--- config.mk ---
export PLATFORM = sky130hd
export DESIGN_NAME = lru_fully_assoc_cache
export DESIGN_NICKNAME = d
export VERILOG_FILES = /design/src/lfac_pkg.sv /design/src/lru_fully_assoc_cache.sv /design/src/lfac_store.sv
export SDC_FILE = /design/constraint.sdc
export NUM_CORES = 2
export LEC_CHECK = 0
export BUFFER_PORTS_ARGS = -buffer_cell sky130_fd_sc_hd__buf_4
export CORE_MARGIN = 10
export CORE_UTILIZATION = 38
export CTS_CLUSTER_DIAMETER = 150
export DETAILED_ROUTE_END_ITERATION = 8
export GPL_ROUTABILITY_DRIVEN = 0
export SLEW_MARGIN = 15
export SYNTH_ARGS = -nofsm -noshare
export SYNTH_HDL_FRONTEND = slang
export SYNTH_SLANG_ARGS = --single-unit
--- constraint.sdc ---
create_clock -name clk -period 6.5 [get_ports clk]
set_input_delay 1.3 -clock clk [delete_from_list [all_inputs] [get_ports clk]]
set_output_delay 1.3 -clock clk [all_outputs]
set_load 0.03 [all_outputs]
--- src/lfac_pkg.sv ---
// ----------------------------------------------------------------------------
// lfac_pkg
// Shared types and constants for the fully associative LRU cache.
// ----------------------------------------------------------------------------
package lfac_pkg;

    // Default geometry
    localparam int ENTRIES_DEF    = 16;
    localparam int KEY_BITS_DEF   = 16;
    localparam int VALUE_BITS_DEF = 32;

    // Fixed field widths
    localparam int CFG_BITS   = 5;
    localparam int STAMP_BITS = 32;
    localparam int SLOT_BITS  = 4;
    localparam int USER_BITS  = 2;

    localparam logic [CFG_BITS-1:0] CAP_RESET = CFG_BITS'(16);

    // Flag positions in the result tuser
    localparam int USER_HIT     = 0;
    localparam int USER_EVICTED = 1;

    // Sequencer states
    typedef enum logic [2:0] {
        ST_IDLE,
        ST_HIT_SCAN,
        ST_HIT_READ,
        ST_DECIDE,
        ST_LRU_SCAN,
        ST_KEY_READ,
        ST_UPDATE,
        ST_DONE
    } lfac_state_t;

    // Write controls for the entry store
    typedef struct packed {
        logic en;    // write the stamp
        logic full;  // write key and value as well
    } store_wr_t;

endpackage

--- src/lru_fully_assoc_cache.sv ---
// One item at a time: the next request is taken in the cycle after the result is loaded.
// The store is scanned one entry per cycle, once for the key and, on a replacement, again
// for the oldest stamp. A waiting result sits in the output register while the next
// item is taken. Reset (rst_n, async, active low) empties the cache, zeroes the access
// clock and sets the capacity to 16.
// ----------------------------------------------------------------------------
// lru_fully_assoc_cache
// Fully associative cache with timestamp LRU replacement under a sequencer.
// ----------------------------------------------------------------------------
module lru_fully_assoc_cache #(
    parameter int ENTRIES    = lfac_pkg::ENTRIES_DEF,
    parameter int KEY_BITS   = lfac_pkg::KEY_BITS_DEF,
    parameter int VALUE_BITS = lfac_pkg::VALUE_BITS_DEF,
    parameter int IN_W  = ((KEY_BITS + VALUE_BITS + 7) / 8) * 8,
    parameter int OUT_W = ((VALUE_BITS + lfac_pkg::SLOT_BITS + KEY_BITS + 7) / 8) * 8
) (
    input  logic                             clk,
    input  logic                             rst_n,
    // Request stream
    input  logic                             s_tvalid,
    output logic                             s_tready,
    input  logic [IN_W-1:0]                  s_tdata,   // lookup_key, fill_value
    // Result stream
    output logic                             m_tvalid,
    input  logic                             m_tready,
    output logic [OUT_W-1:0]                 m_tdata,   // result_value, slot_index, evicted_key
    output logic [lfac_pkg::USER_BITS-1:0]   m_tuser,   // hit, evicted
    // Capacity register write
    input  logic                             cfg_valid,
    output logic                             cfg_ready,
    input  logic [lfac_pkg::CFG_BITS-1:0]    cfg_data   // capacity_in_use
);
    import lfac_pkg::*;

    localparam int IDX_BITS = $clog2(ENTRIES);
    localparam int CNT_BITS = $clog2(ENTRIES + 1);
    localparam int CAP_W    = (CNT_BITS > CFG_BITS) ? CNT_BITS : CFG_BITS;
    localparam int CMP_BITS = (KEY_BITS > STAMP_BITS) ? KEY_BITS : STAMP_BITS;

    lfac_state_t              state_reg, state_next;
    logic [CNT_BITS-1:0]      fill_reg, fill_next;
    logic [STAMP_BITS-1:0]    clock_reg, clock_next;
    logic [CFG_BITS-1:0]      cap_reg;
    logic                     pend_v_reg, pend_v_next;
    logic                     m_tvalid_reg, m_tvalid_next;

    logic [KEY_BITS-1:0]      key_reg, key_next;
    logic [VALUE_BITS-1:0]    val_reg, val_next;
    logic [CNT_BITS-1:0]      n_reg, n_next;
    logic [CNT_BITS-1:0]      scan_reg, scan_next;
    logic [IDX_BITS-1:0]      pend_idx_reg, pend_idx_next;
    logic [IDX_BITS-1:0]      slot_reg, slot_next;
    logic [STAMP_BITS-1:0]    best_reg, best_next;
    logic                     found_reg, found_next;
    logic                     evict_reg, evict_next;
    logic [VALUE_BITS-1:0]    res_val_reg, res_val_next;
    logic [KEY_BITS-1:0]      old_key_reg, old_key_next;
    logic [OUT_W-1:0]         m_tdata_reg, m_tdata_next;
    logic [USER_BITS-1:0]     m_tuser_reg, m_tuser_next;

    store_wr_t                wr;
    logic [IDX_BITS-1:0]      scan_addr;
    logic [KEY_BITS-1:0]      rd_key;
    logic [STAMP_BITS-1:0]    rd_stamp;
    logic [VALUE_BITS-1:0]    rd_value;

    logic                     in_beat;
    logic                     out_free;
    logic                     issue;
    logic                     last_pend;
    logic [CAP_W-1:0]         cap_ext;
    logic [CAP_W-1:0]         eff_cap;
    logic                     has_room;
    logic [CMP_BITS-1:0]      cmp_a, cmp_b;
    logic                     cmp_eq, cmp_lt;
    logic [IDX_BITS+SLOT_BITS-1:0] slot_ext;

    // Handshakes
    assign s_tready  = (state_reg == ST_IDLE);
    assign in_beat   = s_tvalid && s_tready;
    assign out_free  = !m_tvalid_reg || m_tready;
    assign cfg_ready = 1'b1;

    // Scan bookkeeping
    assign issue     = (scan_reg < n_reg);
    assign last_pend = ((CNT_BITS'(pend_idx_reg) + CNT_BITS'(1)) == n_reg);

    // Effective capacity: zero acts as one, saturates at ENTRIES
    assign cap_ext = CAP_W'(cap_reg);
    always_comb
    begin
        if (cap_ext == '0)
            eff_cap = CAP_W'(1);
        else if (cap_ext > CAP_W'(ENTRIES))
            eff_cap = CAP_W'(ENTRIES);
        else
            eff_cap = cap_ext;
    end
    assign has_room = (CAP_W'(n_reg) < eff_cap);

    // Shared comparator: keys during the hit scan, stamps during the LRU scan
    always_comb
    begin
        if (state_reg == ST_LRU_SCAN)
        begin
            cmp_a = CMP_BITS'(rd_stamp);
            cmp_b = CMP_BITS'(best_reg);
        end
        else
        begin
            cmp_a = CMP_BITS'(rd_key);
            cmp_b = CMP_BITS'(key_reg);
        end
    end
    assign cmp_eq = (cmp_a == cmp_b);
    assign cmp_lt = (cmp_a < cmp_b);

    // Scan port follows the scan counter, or the chosen slot for the victim key
    assign scan_addr = (state_reg == ST_KEY_READ) ? slot_reg : scan_reg[IDX_BITS-1:0];

    lfac_store #(
        .ENTRIES    (ENTRIES),
        .KEY_BITS   (KEY_BITS),
        .VALUE_BITS (VALUE_BITS),
        .IDX_BITS   (IDX_BITS)
    ) u_store (
        .clk       (clk),
        .wr        (wr),
        .waddr     (slot_reg),
        .wkey      (key_reg),
        .wvalue    (val_reg),
        .wstamp    (clock_reg),
        .scan_addr (scan_addr),
        .val_addr  (slot_reg),
        .rd_key    (rd_key),
        .rd_stamp  (rd_stamp),
        .rd_value  (rd_value)
    );

    // Next state
    always_comb
    begin
        state_next = state_reg;
        case (state_reg)
            ST_IDLE:
            begin
                if (in_beat)
                    state_next = (fill_reg == '0) ? ST_DECIDE : ST_HIT_SCAN;
            end
            ST_HIT_SCAN:
            begin
                if (pend_v_reg && cmp_eq)
                    state_next = ST_HIT_READ;
                else if (pend_v_reg && last_pend)
                    state_next = ST_DECIDE;
            end
            ST_HIT_READ: state_next = ST_UPDATE;
            ST_DECIDE:   state_next = has_room ? ST_UPDATE : ST_LRU_SCAN;
            ST_LRU_SCAN:
            begin
                if (pend_v_reg && last_pend)
                    state_next = ST_KEY_READ;
            end
            ST_KEY_READ: state_next = ST_UPDATE;
            ST_UPDATE:   state_next = ST_DONE;
            ST_DONE:
            begin
                if (out_free)
                    state_next = ST_IDLE;
            end
            default:     state_next = ST_IDLE;
        endcase
    end

    // Datapath and store controls
    always_comb
    begin
        fill_next     = fill_reg;
        clock_next    = clock_reg;
        pend_v_next   = pend_v_reg;
        m_tvalid_next = m_tvalid_reg;
        key_next      = key_reg;
        val_next      = val_reg;
        n_next        = n_reg;
        scan_next     = scan_reg;
        pend_idx_next = pend_idx_reg;
        slot_next     = slot_reg;
        best_next     = best_reg;
        found_next    = found_reg;
        evict_next    = evict_reg;
        res_val_next  = res_val_reg;
        old_key_next  = old_key_reg;
        m_tdata_next  = m_tdata_reg;
        m_tuser_next  = m_tuser_reg;
        wr            = '0;

        // Result leaves the output register
        if (m_tvalid_reg && m_tready)
            m_tvalid_next = 1'b0;

        case (state_reg)
            ST_IDLE:
            begin
                if (in_beat)
                begin
                    key_next    = s_tdata[KEY_BITS-1:0];
                    val_next    = s_tdata[KEY_BITS +: VALUE_BITS];
                    n_next      = fill_reg;
                    scan_next   = '0;
                    pend_v_next = 1'b0;
                    found_next  = 1'b0;
                    evict_next  = 1'b0;
                end
            end
            ST_HIT_SCAN, ST_LRU_SCAN:
            begin
                // issue the next read, compare the one read last cycle
                pend_v_next   = issue;
                pend_idx_next = scan_reg[IDX_BITS-1:0];
                if (issue)
                    scan_next = scan_reg + CNT_BITS'(1);
                if (pend_v_reg)
                begin
                    if (state_reg == ST_HIT_SCAN)
                    begin
                        if (cmp_eq)
                        begin
                            found_next  = 1'b1;
                            slot_next   = pend_idx_reg;
                            pend_v_next = 1'b0;
                        end
                    end
                    else if ((pend_idx_reg == '0) || cmp_lt)
                    begin
                        best_next = rd_stamp;
                        slot_next = pend_idx_reg;
                    end
                end
            end
            ST_DECIDE:
            begin
                if (has_room)
                    slot_next = n_reg[IDX_BITS-1:0];
                else
                begin
                    evict_next  = 1'b1;
                    scan_next   = '0;
                    pend_v_next = 1'b0;
                end
            end
            ST_UPDATE:
            begin
                wr.en        = 1'b1;
                wr.full      = !found_reg;
                clock_next   = clock_reg + STAMP_BITS'(1);
                res_val_next = found_reg ? rd_value : val_reg;
                old_key_next = evict_reg ? rd_key : '0;
                if (!found_reg && !evict_reg)
                    fill_next = fill_reg + CNT_BITS'(1);
            end
            ST_DONE:
            begin
                if (out_free)
                begin
                    m_tvalid_next = 1'b1;
                    m_tdata_next  = OUT_W'({old_key_reg, slot_ext[SLOT_BITS-1:0], res_val_reg});
                    m_tuser_next  = '0;
                    m_tuser_next[USER_HIT]     = found_reg;
                    m_tuser_next[USER_EVICTED] = evict_reg;
                end
            end
            default:
            begin
            end
        endcase
    end

    // Slot number masked to the result field
    assign slot_ext = {{SLOT_BITS{1'b0}}, slot_reg};

    // Control registers
    always_ff @(posedge clk or negedge rst_n)
    begin
        if (!rst_n)
        begin
            state_reg    <= ST_IDLE;
            fill_reg     <= '0;
            clock_reg    <= '0;
            cap_reg      <= CAP_RESET;
            pend_v_reg   <= 1'b0;
            m_tvalid_reg <= 1'b0;
        end
        else
        begin
            state_reg    <= state_next;
            fill_reg     <= fill_next;
            clock_reg    <= clock_next;
            pend_v_reg   <= pend_v_next;
            m_tvalid_reg <= m_tvalid_next;
            if (cfg_valid && cfg_ready)
                cap_reg <= cfg_data;
        end
    end

    // Payload registers
    always_ff @(posedge clk)
    begin
        key_reg      <= key_next;
        val_reg      <= val_next;
        n_reg        <= n_next;
        scan_reg     <= scan_next;
        pend_idx_reg <= pend_idx_next;
        slot_reg     <= slot_next;
        best_reg     <= best_next;
        found_reg    <= found_next;
        evict_reg    <= evict_next;
        res_val_reg  <= res_val_next;
        old_key_reg  <= old_key_next;
        m_tdata_reg  <= m_tdata_next;
        m_tuser_reg  <= m_tuser_next;
    end

    assign m_tvalid = m_tvalid_reg;
    assign m_tdata  = m_tdata_reg;
    assign m_tuser  = m_tuser_reg;

`ifndef NO_ASSERTIONS
    // Fill count never passes the store depth
    a_fill_bound: assert property (@(posedge clk) disable iff (!rst_n)
        fill_reg <= CNT_BITS'(ENTRIES))
        else $error("fill count beyond store depth");

    // A fill into a free slot bumps the fill count by one
    a_fill_step: assert property (@(posedge clk) disable iff (!rst_n)
        (state_reg == ST_UPDATE && !found_reg && !evict_reg)
        |=> fill_reg == $past(fill_reg) + CNT_BITS'(1))
        else $error("fill count did not advance on a fill");

    // The access clock advances once per item, at the store update
    a_clock_step: assert property (@(posedge clk) disable iff (!rst_n)
        (state_reg == ST_UPDATE) |=> clock_reg == $past(clock_reg) + STAMP_BITS'(1))
        else $error("access clock did not advance");

    // A hit never evicts
    a_hit_no_evict: assert property (@(posedge clk) disable iff (!rst_n)
        m_tvalid_reg |-> !(m_tuser_reg[USER_HIT] && m_tuser_reg[USER_EVICTED]))
        else $error("result flags both hit and eviction");

    // Scans stay within the filled slots
    a_scan_bound: assert property (@(posedge clk) disable iff (!rst_n)
        (state_reg == ST_HIT_SCAN || state_reg == ST_LRU_SCAN)
        |-> (scan_reg <= n_reg && n_reg <= CNT_BITS'(ENTRIES)))
        else $error("scan index beyond filled slots");
`endif

endmodule

--- src/lfac_store.sv ---
// ----------------------------------------------------------------------------
// lfac_store
// Entry store: key, value and stamp memories, one write port, registered reads.
// ----------------------------------------------------------------------------
module lfac_store #(
    parameter int ENTRIES    = lfac_pkg::ENTRIES_DEF,
    parameter int KEY_BITS   = lfac_pkg::KEY_BITS_DEF,
    parameter int VALUE_BITS = lfac_pkg::VALUE_BITS_DEF,
    parameter int IDX_BITS   = $clog2(ENTRIES)
) (
    input  logic                             clk,
    input  lfac_pkg::store_wr_t              wr,
    input  logic [IDX_BITS-1:0]              waddr,
    input  logic [KEY_BITS-1:0]              wkey,
    input  logic [VALUE_BITS-1:0]            wvalue,
    input  logic [lfac_pkg::STAMP_BITS-1:0]  wstamp,
    input  logic [IDX_BITS-1:0]              scan_addr,
    input  logic [IDX_BITS-1:0]              val_addr,
    output logic [KEY_BITS-1:0]              rd_key,
    output logic [lfac_pkg::STAMP_BITS-1:0]  rd_stamp,
    output logic [VALUE_BITS-1:0]            rd_value
);
    import lfac_pkg::*;

    logic [KEY_BITS-1:0]   keys_mem   [ENTRIES];
    logic [VALUE_BITS-1:0] vals_mem   [ENTRIES];
    logic [STAMP_BITS-1:0] stamps_mem [ENTRIES];

    logic [KEY_BITS-1:0]   rd_key_reg;
    logic [STAMP_BITS-1:0] rd_stamp_reg;
    logic [VALUE_BITS-1:0] rd_value_reg;

    // Write port: stamp always, key and value on a fill or replacement
    always_ff @(posedge clk)
    begin
        if (wr.en)
        begin
            stamps_mem[waddr] <= wstamp;
            if (wr.full)
            begin
                keys_mem[waddr] <= wkey;
                vals_mem[waddr] <= wvalue;
            end
        end
    end

    // Registered reads (old data on a same-address write)
    always_ff @(posedge clk)
    begin
        rd_key_reg   <= keys_mem[scan_addr];
        rd_stamp_reg <= stamps_mem[scan_addr];
        rd_value_reg <= vals_mem[val_addr];
    end

    assign rd_key   = rd_key_reg;
    assign rd_stamp = rd_stamp_reg;
    assign rd_value = rd_value_reg;

endmodule
### Word level (Yosys, flattened, before mapping)

Memories as Yosys holds them, arrays and structs flattened. A register that Yosys moved wholly into a read port is not among the register bits.
Index checks and enable logic that the tools add are counted.

* flip-flop bits (word level): 249
* bits in latches: 0
* RAM bits: 1280
* memory bits (read-only): 0
* input bits: 58
* output and inout bits: 61
* logic and storage cells: 127
* memories kept: 3

* add/sub/neg operators: 4
* multipliers: 0
* divide/modulo/power cells: 0
* magnitude comparators: 4
* equal/unequal tests: 21
* shift-type cells: 0
* muxes and demuxes: 45
* bitwise gates (word level): 1
* reduce and logical (&&, ||, !) cells: 30

Memory list
* u_store.stamps_mem: depth 16, width 32, rd ports 1, clocked after Yosys merged registers in 1, write ports 1, line lfac_store.sv:27 `logic [STAMP_BITS-1:0] stamps_mem [ENTRIES];`
* u_store.vals_mem: depth 16, width 32, rd ports 1, clocked after Yosys merged registers in 1, write ports 1, line lfac_store.sv:26 `logic [VALUE_BITS-1:0] vals_mem [ENTRIES];`
* u_store.keys_mem: depth 16, width 16, rd ports 1, clocked after Yosys merged registers in 1, write ports 1, line lfac_store.sv:25 `logic [KEY_BITS-1:0] keys_mem [ENTRIES];`

Operators by type and width (number)
* 32-bit 2-to-1 mux: 3
* 32-bit by 1-bit adder with 32-bit output, second input constant: 1
* 32-bit equality test: 1
* 32-bit < comparator: 1
* 5-bit 2-to-1 mux: 5
* 4-bit 2-to-1 mux: 6
* 3-bit one-hot mux with 7 select lines: 1
* 1-bit 2-to-1 mux: 17
* 3-bit 2-to-1 mux: 5
* 5-bit one-hot mux with 3 select lines: 1
* 2-bit != test, second input constant: 7
* 3-bit equality test, second input constant: 4
* 4-bit AND reduction: 3
* 5-bit by 1-bit adder with 5-bit output, second input constant: 2
* 5-bit zero test: 2
* 5-bit < comparator: 2
* 5-bit AND reduction: 2
* 3-bit != test, second input constant: 3
* 4-bit one-hot mux with 2 select lines: 1
* 3-bit by 2-bit equality test with 1-bit output, second input constant: 2
* 2-bit 2-to-1 mux: 3
* 2-bit AND reduction: 3
* 3-bit AND reduction: 2
* 2-bit nonzero test: 3
* other kinds (15): 25

### Depth between registers and ports, before layout

* depth in word-level cells: 8
* depth in mapped cells: 13

### Modules after synthesis

From an unflattened synthesis, not the netlist that was laid out.

* cell total of the unflattened synthesis: 2798
* area total of the unflattened synthesis: 60186.5 µm²

Modules (own cells, without submodules)
* lfac_store: instances 1, cells each 2081, area each 49501.2 µm², seq. area each 40038.4 µm²
* lru_fully_assoc_cache: instances 1, cells each 717, area each 10685.2 µm², seq. area each 7243.2 µm²

### Worst setup path before layout

OpenSTA, ideal clock, no wires.

* path type: reg-to-reg
* start point: register state_reg[2]
* end point: register best_reg[0] (enable)
* data arrival time: 4.333 ns
* data required time: 6.075 ns
* setup slack: 1.742 ns
* stages on the path, launching flop included: 14
* path buffers: 3
* clock period less this slack: 4.758 ns
* cell sequence: dfrtp_1 > buf_2 > inv_1 > nor3_1 > clkbuf_1 > buf_2 > mux2i_1 > ha_1 > a21oi_1 > nand2_1 > a22o_1 > o41a_1 > o21ai_0 > nor2b_1

* cells in the longest elaborated chain, start to end: 5
* elaborated cells on any way between the ends: 9
* classes of those cells: 1 x order compare; 2 x eq/ne; 2 x mux; 1 x bitwise; 3 x reduce/logical

RTL lines
* start: declaration: line lru_fully_assoc_cache.sv:40 `lfac_state_t state_reg, state_next;`
* start signal: assignment: line lru_fully_assoc_cache.sv:295 `state_reg <= state_next;`
* 3-bit equality test: line lru_fully_assoc_cache.sv:104, lru_fully_assoc_cache.sv:201
* 32-bit 2-to-1 mux: line lru_fully_assoc_cache.sv:104 `if (state_reg == ST_LRU_SCAN)`
* 32-bit < comparator: line lru_fully_assoc_cache.sv:116 `assign cmp_lt = (cmp_a < cmp_b);`
* 1-bit logical OR: line lru_fully_assoc_cache.sv:233 `else if ((pend_idx_reg == '0) || cmp_lt)`
* 4-bit AND reduction (no line) (*)
* end signal: assignment: line lru_fully_assoc_cache.sv:314 `best_reg <= best_next;`
* end: declaration: line lru_fully_assoc_cache.sv:53 `logic [STAMP_BITS-1:0] best_reg, best_next;`

Every way passes the cells marked *; elsewhere a longest branch is shown, timed or not.
A chain may end at the register's enable or synchronous reset.

### Worst setup path in the final report

* start point: register state_reg[2]
* end point: register best_reg[26] (enable)

The elaborated chain is that of the path after synthesis.

==> results.sh <==
export IMPL_route_vias_total=32040
export IMPL_synth_largest_type_area_fraction=0.7240
export IMPL_design_portCount=119
export IMPL_finalCoreUtilization=0.4379
export IMPL_cpLargestDelayFamily="simple AND/OR/NAND/NOR gates"
export IMPL_worst_slew_margin_rel=0.2151
export IMPL_worst_slew_pin_slew_ns=1.175
export IMPL_cts_setup_buffers=0
export IMPL_first_global_vias=31940
export IMPL_initial_util=0.3824
export IMPL_grt_antenna_before_repair=7
export IMPL_postLayoutSetupSlackWorst_ns=1.802
export IMPL_required_time_of_the_critical_path_ns=6.90
export IMPL_area_growth_pct=14.53
export IMPL_power_density_cell_area_nw_per_um2=429.6
export IMPL_finalCriticalPeriod_ns=4.698
export IMPL_dr_first_iter_drc_count=2906
export IMPL_clk_insertion_delay_late_ns=0.80
export IMPL_h_tree_depth=4
export IMPL_clockBufferDepth=3
export IMPL_setup_viol=0
export IMPL_tritoncts_num_buffers=165
export IMPL_placement_io_buffers=113
export IMPL_busiest_layer="met2"
export IMPL_syn_avg_cell_area_um2=16.86
export IMPL_hold_buffers=0
export IMPL_fill_cells=13990
export IMPL_placeableCoreArea_um2=160800
export IMPL_worst_endpoint_arrival_ns=5.09
export IMPL_routed_via_density=5.246
export IMPL_post_place_ws_ns=1.841
export IMPL_critical_path_slowest_cell="sky130_fd_sc_hd__nor2b_4"
export IMPL_final_max_slew_violation_count=0
export IMPL_routedWlPerCell_um=23.86
export IMPL_ys_flop_type="sky130_fd_sc_hd__edfxtp_1"
export IMPL_post_synth_top_area_cell="sky130_fd_sc_hd__edfxtp_1"
export IMPL_post_route_drc_count=0
export IMPL_criticalPathCategory="flop to flop"
export IMPL_finalClockSkew_ns=0.04995
export IMPL_clock_tree_root_cell="sky130_fd_sc_hd__clkbuf_16"
export IMPL_gr_total_overflow=0
export IMPL_cts_tree="done"
export IMPL_ctsResizeCount=0
export IMPL_achievable_frequency_mhz=212.9
export IMPL_cts_sink_count=1609
export IMPL_post_synth_main_area_contributors="sky130_fd_sc_hd__edfxtp_1, sky130_fd_sc_hd__mux4_2, sky130_fd_sc_hd__nand2_1"
export IMPL_total_power_mw=30.25
export IMPL_wire_length_of_the_first_global_routing_pass_um=215800
export IMPL_critPathLaunchType="flop"
export IMPL_finalNetCount=3908
export IMPL_core_rows=147
export IMPL_cp_slowest_stage_delay_ns=0.87
export IMPL_maxCapViolCount=0
export IMPL_synth_seq_cells=1609
export IMPL_worst_setup_path_end_kind="flop"
export IMPL_gr_usage_met2=0.2630
export IMPL_maximum_number_of_pins_on_one_net_before_global_route_repair=175
export IMPL_instances_no_fill=6108
export IMPL_total_leakage_power_nw=24.15
export IMPL_final_cell_area_um2=70400
export IMPL_worst_path_max_fanout=66
export IMPL_met3_usage=0.02686
export IMPL_detail_route_wirelength_um=145700
export IMPL_multi_input_comb_area_um2=13540
export IMPL_largest_registers="u_store.stamps_mem: 512 flops, u_store.vals_mem: 512 flops, u_store.keys_mem: 256 flops"
export IMPL_synth_cell_area_um2=61470
export IMPL_grt_setup_unrepaired="no"
export IMPL_synth_warnings=0
export IMPL_synth_top_cells_by_count="sky130_fd_sc_hd__edfxtp_1, sky130_fd_sc_hd__nand2_1, sky130_fd_sc_hd__nand3_1, sky130_fd_sc_hd__mux2i_1, sky130_fd_sc_hd__mux4_2"
export IMPL_groute_layer_met1_usage=0.2149
export IMPL_layout_worst_path_cycle_share=0.7228
export IMPL_worst_hold_check_slack_ns=0.4101
export IMPL_number_of_buffers_and_inverters_on_the_critical_path=2
export IMPL_die_width_um=422.2
export IMPL_placement_cell_area_um2=65060
export IMPL_register_area_um2=47280
export IMPL_chip_height_um=422.2
export IMPL_yosysSeqAreaShare=0.7692
export IMPL_final_layout_size_suffix_gt1_frac=0.1725
export IMPL_synth_edff_count=1482
export IMPL_synth_cell_types=60
export IMPL_dp_final_hpwl_um=76940
export IMPL_cts_clk_slew_worst_paths_ns=0.06
export IMPL_async_reset_ff_frac=0.02921
export IMPL_worstHoldPathType="flop to flop"
export IMPL_gr_usage_all_layers=0.1601
export IMPL_floorplan_die_area_um2=178200
export IMPL_worstPathCellList="inv_1 > nor3_2 > buf_4 > mux2_2 > ha_1 > nand4_1 > nor4_1 > a21boi_0 > o41a_1 > o21ai_0 > nor2b_4"
export IMPL_yosysMostFrequentCell="sky130_fd_sc_hd__edfxtp_1"
export IMPL_postSynthCellCount=3646
export IMPL_ant_nets=0
export IMPL_hold_viol_final=0
export IMPL_place_detailed_instances=5797
export IMPL_run_status="finished, final reports clean"
export IMPL_drt_pass1_iter_count=6
export IMPL_ir_drop_mv=0.5814
export IMPL_fin_setup_tns_ns=0
==> worst paths after layout <==
check | startpoint | to | slack (ns) | cells after the start
setup / recovery | state_reg[2]$_DFFE_PN0P_ | best_reg[26]$_DFFE_PP_ | 1.80 | 11
hold / removal | res_val_reg[4]$_DFFE_PP_ | m_tdata[4]$_DFFE_PP_ | 0.41 | 0
setup reg to reg | state_reg[2]$_DFFE_PN0P_ | best_reg[26]$_DFFE_PP_ | 1.80 | 11
hold reg to reg | res_val_reg[4]$_DFFE_PP_ | m_tdata[4]$_DFFE_PP_ | 0.41 | 0
max in group asynchronous | rst_n | cap_ext[0]$_DFFE_PN0P_ | 5.33 | 1
min in group asynchronous | rst_n | clock_reg[28]$_DFFE_PN0P_ | 0.60 | 1
==> where the power goes <==
part | switching (mW) | total [mW] | internal, mW | leakage (nW)
sequential | 0.614 | 12.8 | 12.2 | 14.7
clock | 3.98 | 9.18 | 5.19 | 2.58
combinational | 5.04 | 8.27 | 3.23 | 6.87
total | 9.63 | 30.2 | 20.6 | 24.1
==> logic make-up (layout without fill, tap and decap cells) <==
kind of cell / count (synthesis) / count (layout) / share of synthesized area
AOI/OAI and AO/OA: 158 / 158 / 0.02007
xor gates and xnor gates: 43 / 43 / 0.006127
adders and majority gates: 46 / 46 / 0.009363
buffers and inverters: 212 / 510 / 0.01590
DFF: 1609 / 1609 / 0.7692
muxes: 380 / 380 / 0.09571
other: 2 / 6 / 0.0001222
and+or+nand+nor: 1196 / 1196 / 0.08352
==> placed cells by master (no fill, tap or decap), types with 37 or more instances in the layout <==
| cell | Yosys | layout |
|---|---|---|
| sky130_fd_sc_hd__buf_4 | 7 | 175 |
| sky130_fd_sc_hd__mux4_2 | 160 | 160 |
| sky130_fd_sc_hd__dfrtp_1 | 46 | 46 |
| sky130_fd_sc_hd__edfxtp_1 | 1482 | 1482 |
| sky130_fd_sc_hd__mux2_2 | 55 | 54 |
| sky130_fd_sc_hd__and2_1 | 37 | 37 |
| sky130_fd_sc_hd__mux2i_1 | 163 | 162 |
| sky130_fd_sc_hd__nand2_1 | 738 | 736 |
| sky130_fd_sc_hd__clkbuf_16 | 0 | 168 |
| sky130_fd_sc_hd__o221ai_1 | 48 | 48 |
| sky130_fd_sc_hd__dfxtp_1 | 80 | 80 |
| sky130_fd_sc_hd__ha_1 | 46 | 46 |
| sky130_fd_sc_hd__nand3_1 | 312 | 312 |
| sky130_fd_sc_hd__a32oi_1 | 48 | 48 |
| sky130_fd_sc_hd__clkbuf_1 | 83 | 56 |
==> per-layer routing <==
metal  share of wire  vias up
met5        0.000089        -
met4           0.030        2
met3           0.057      256
met2            0.49      956
met1            0.43    16570
li1                -    14260
==> layout make-up <==
| class | count | area share |
|---|---|---|
| timing repair buffer | 183 | 0.02094 |
| sequential | 1609 | 0.6716 |
| clock buffer | 242 | 0.06622 |
| tap | 2160 | 0.03839 |
| clock inverter | 68 | 0.009597 |
| multi-input combinational | 1828 | 0.1923 |
| antenna | 1 | 0.00003555 |
| inverter | 17 | 0.0009242 |
(Power assumes the default switching activity.)
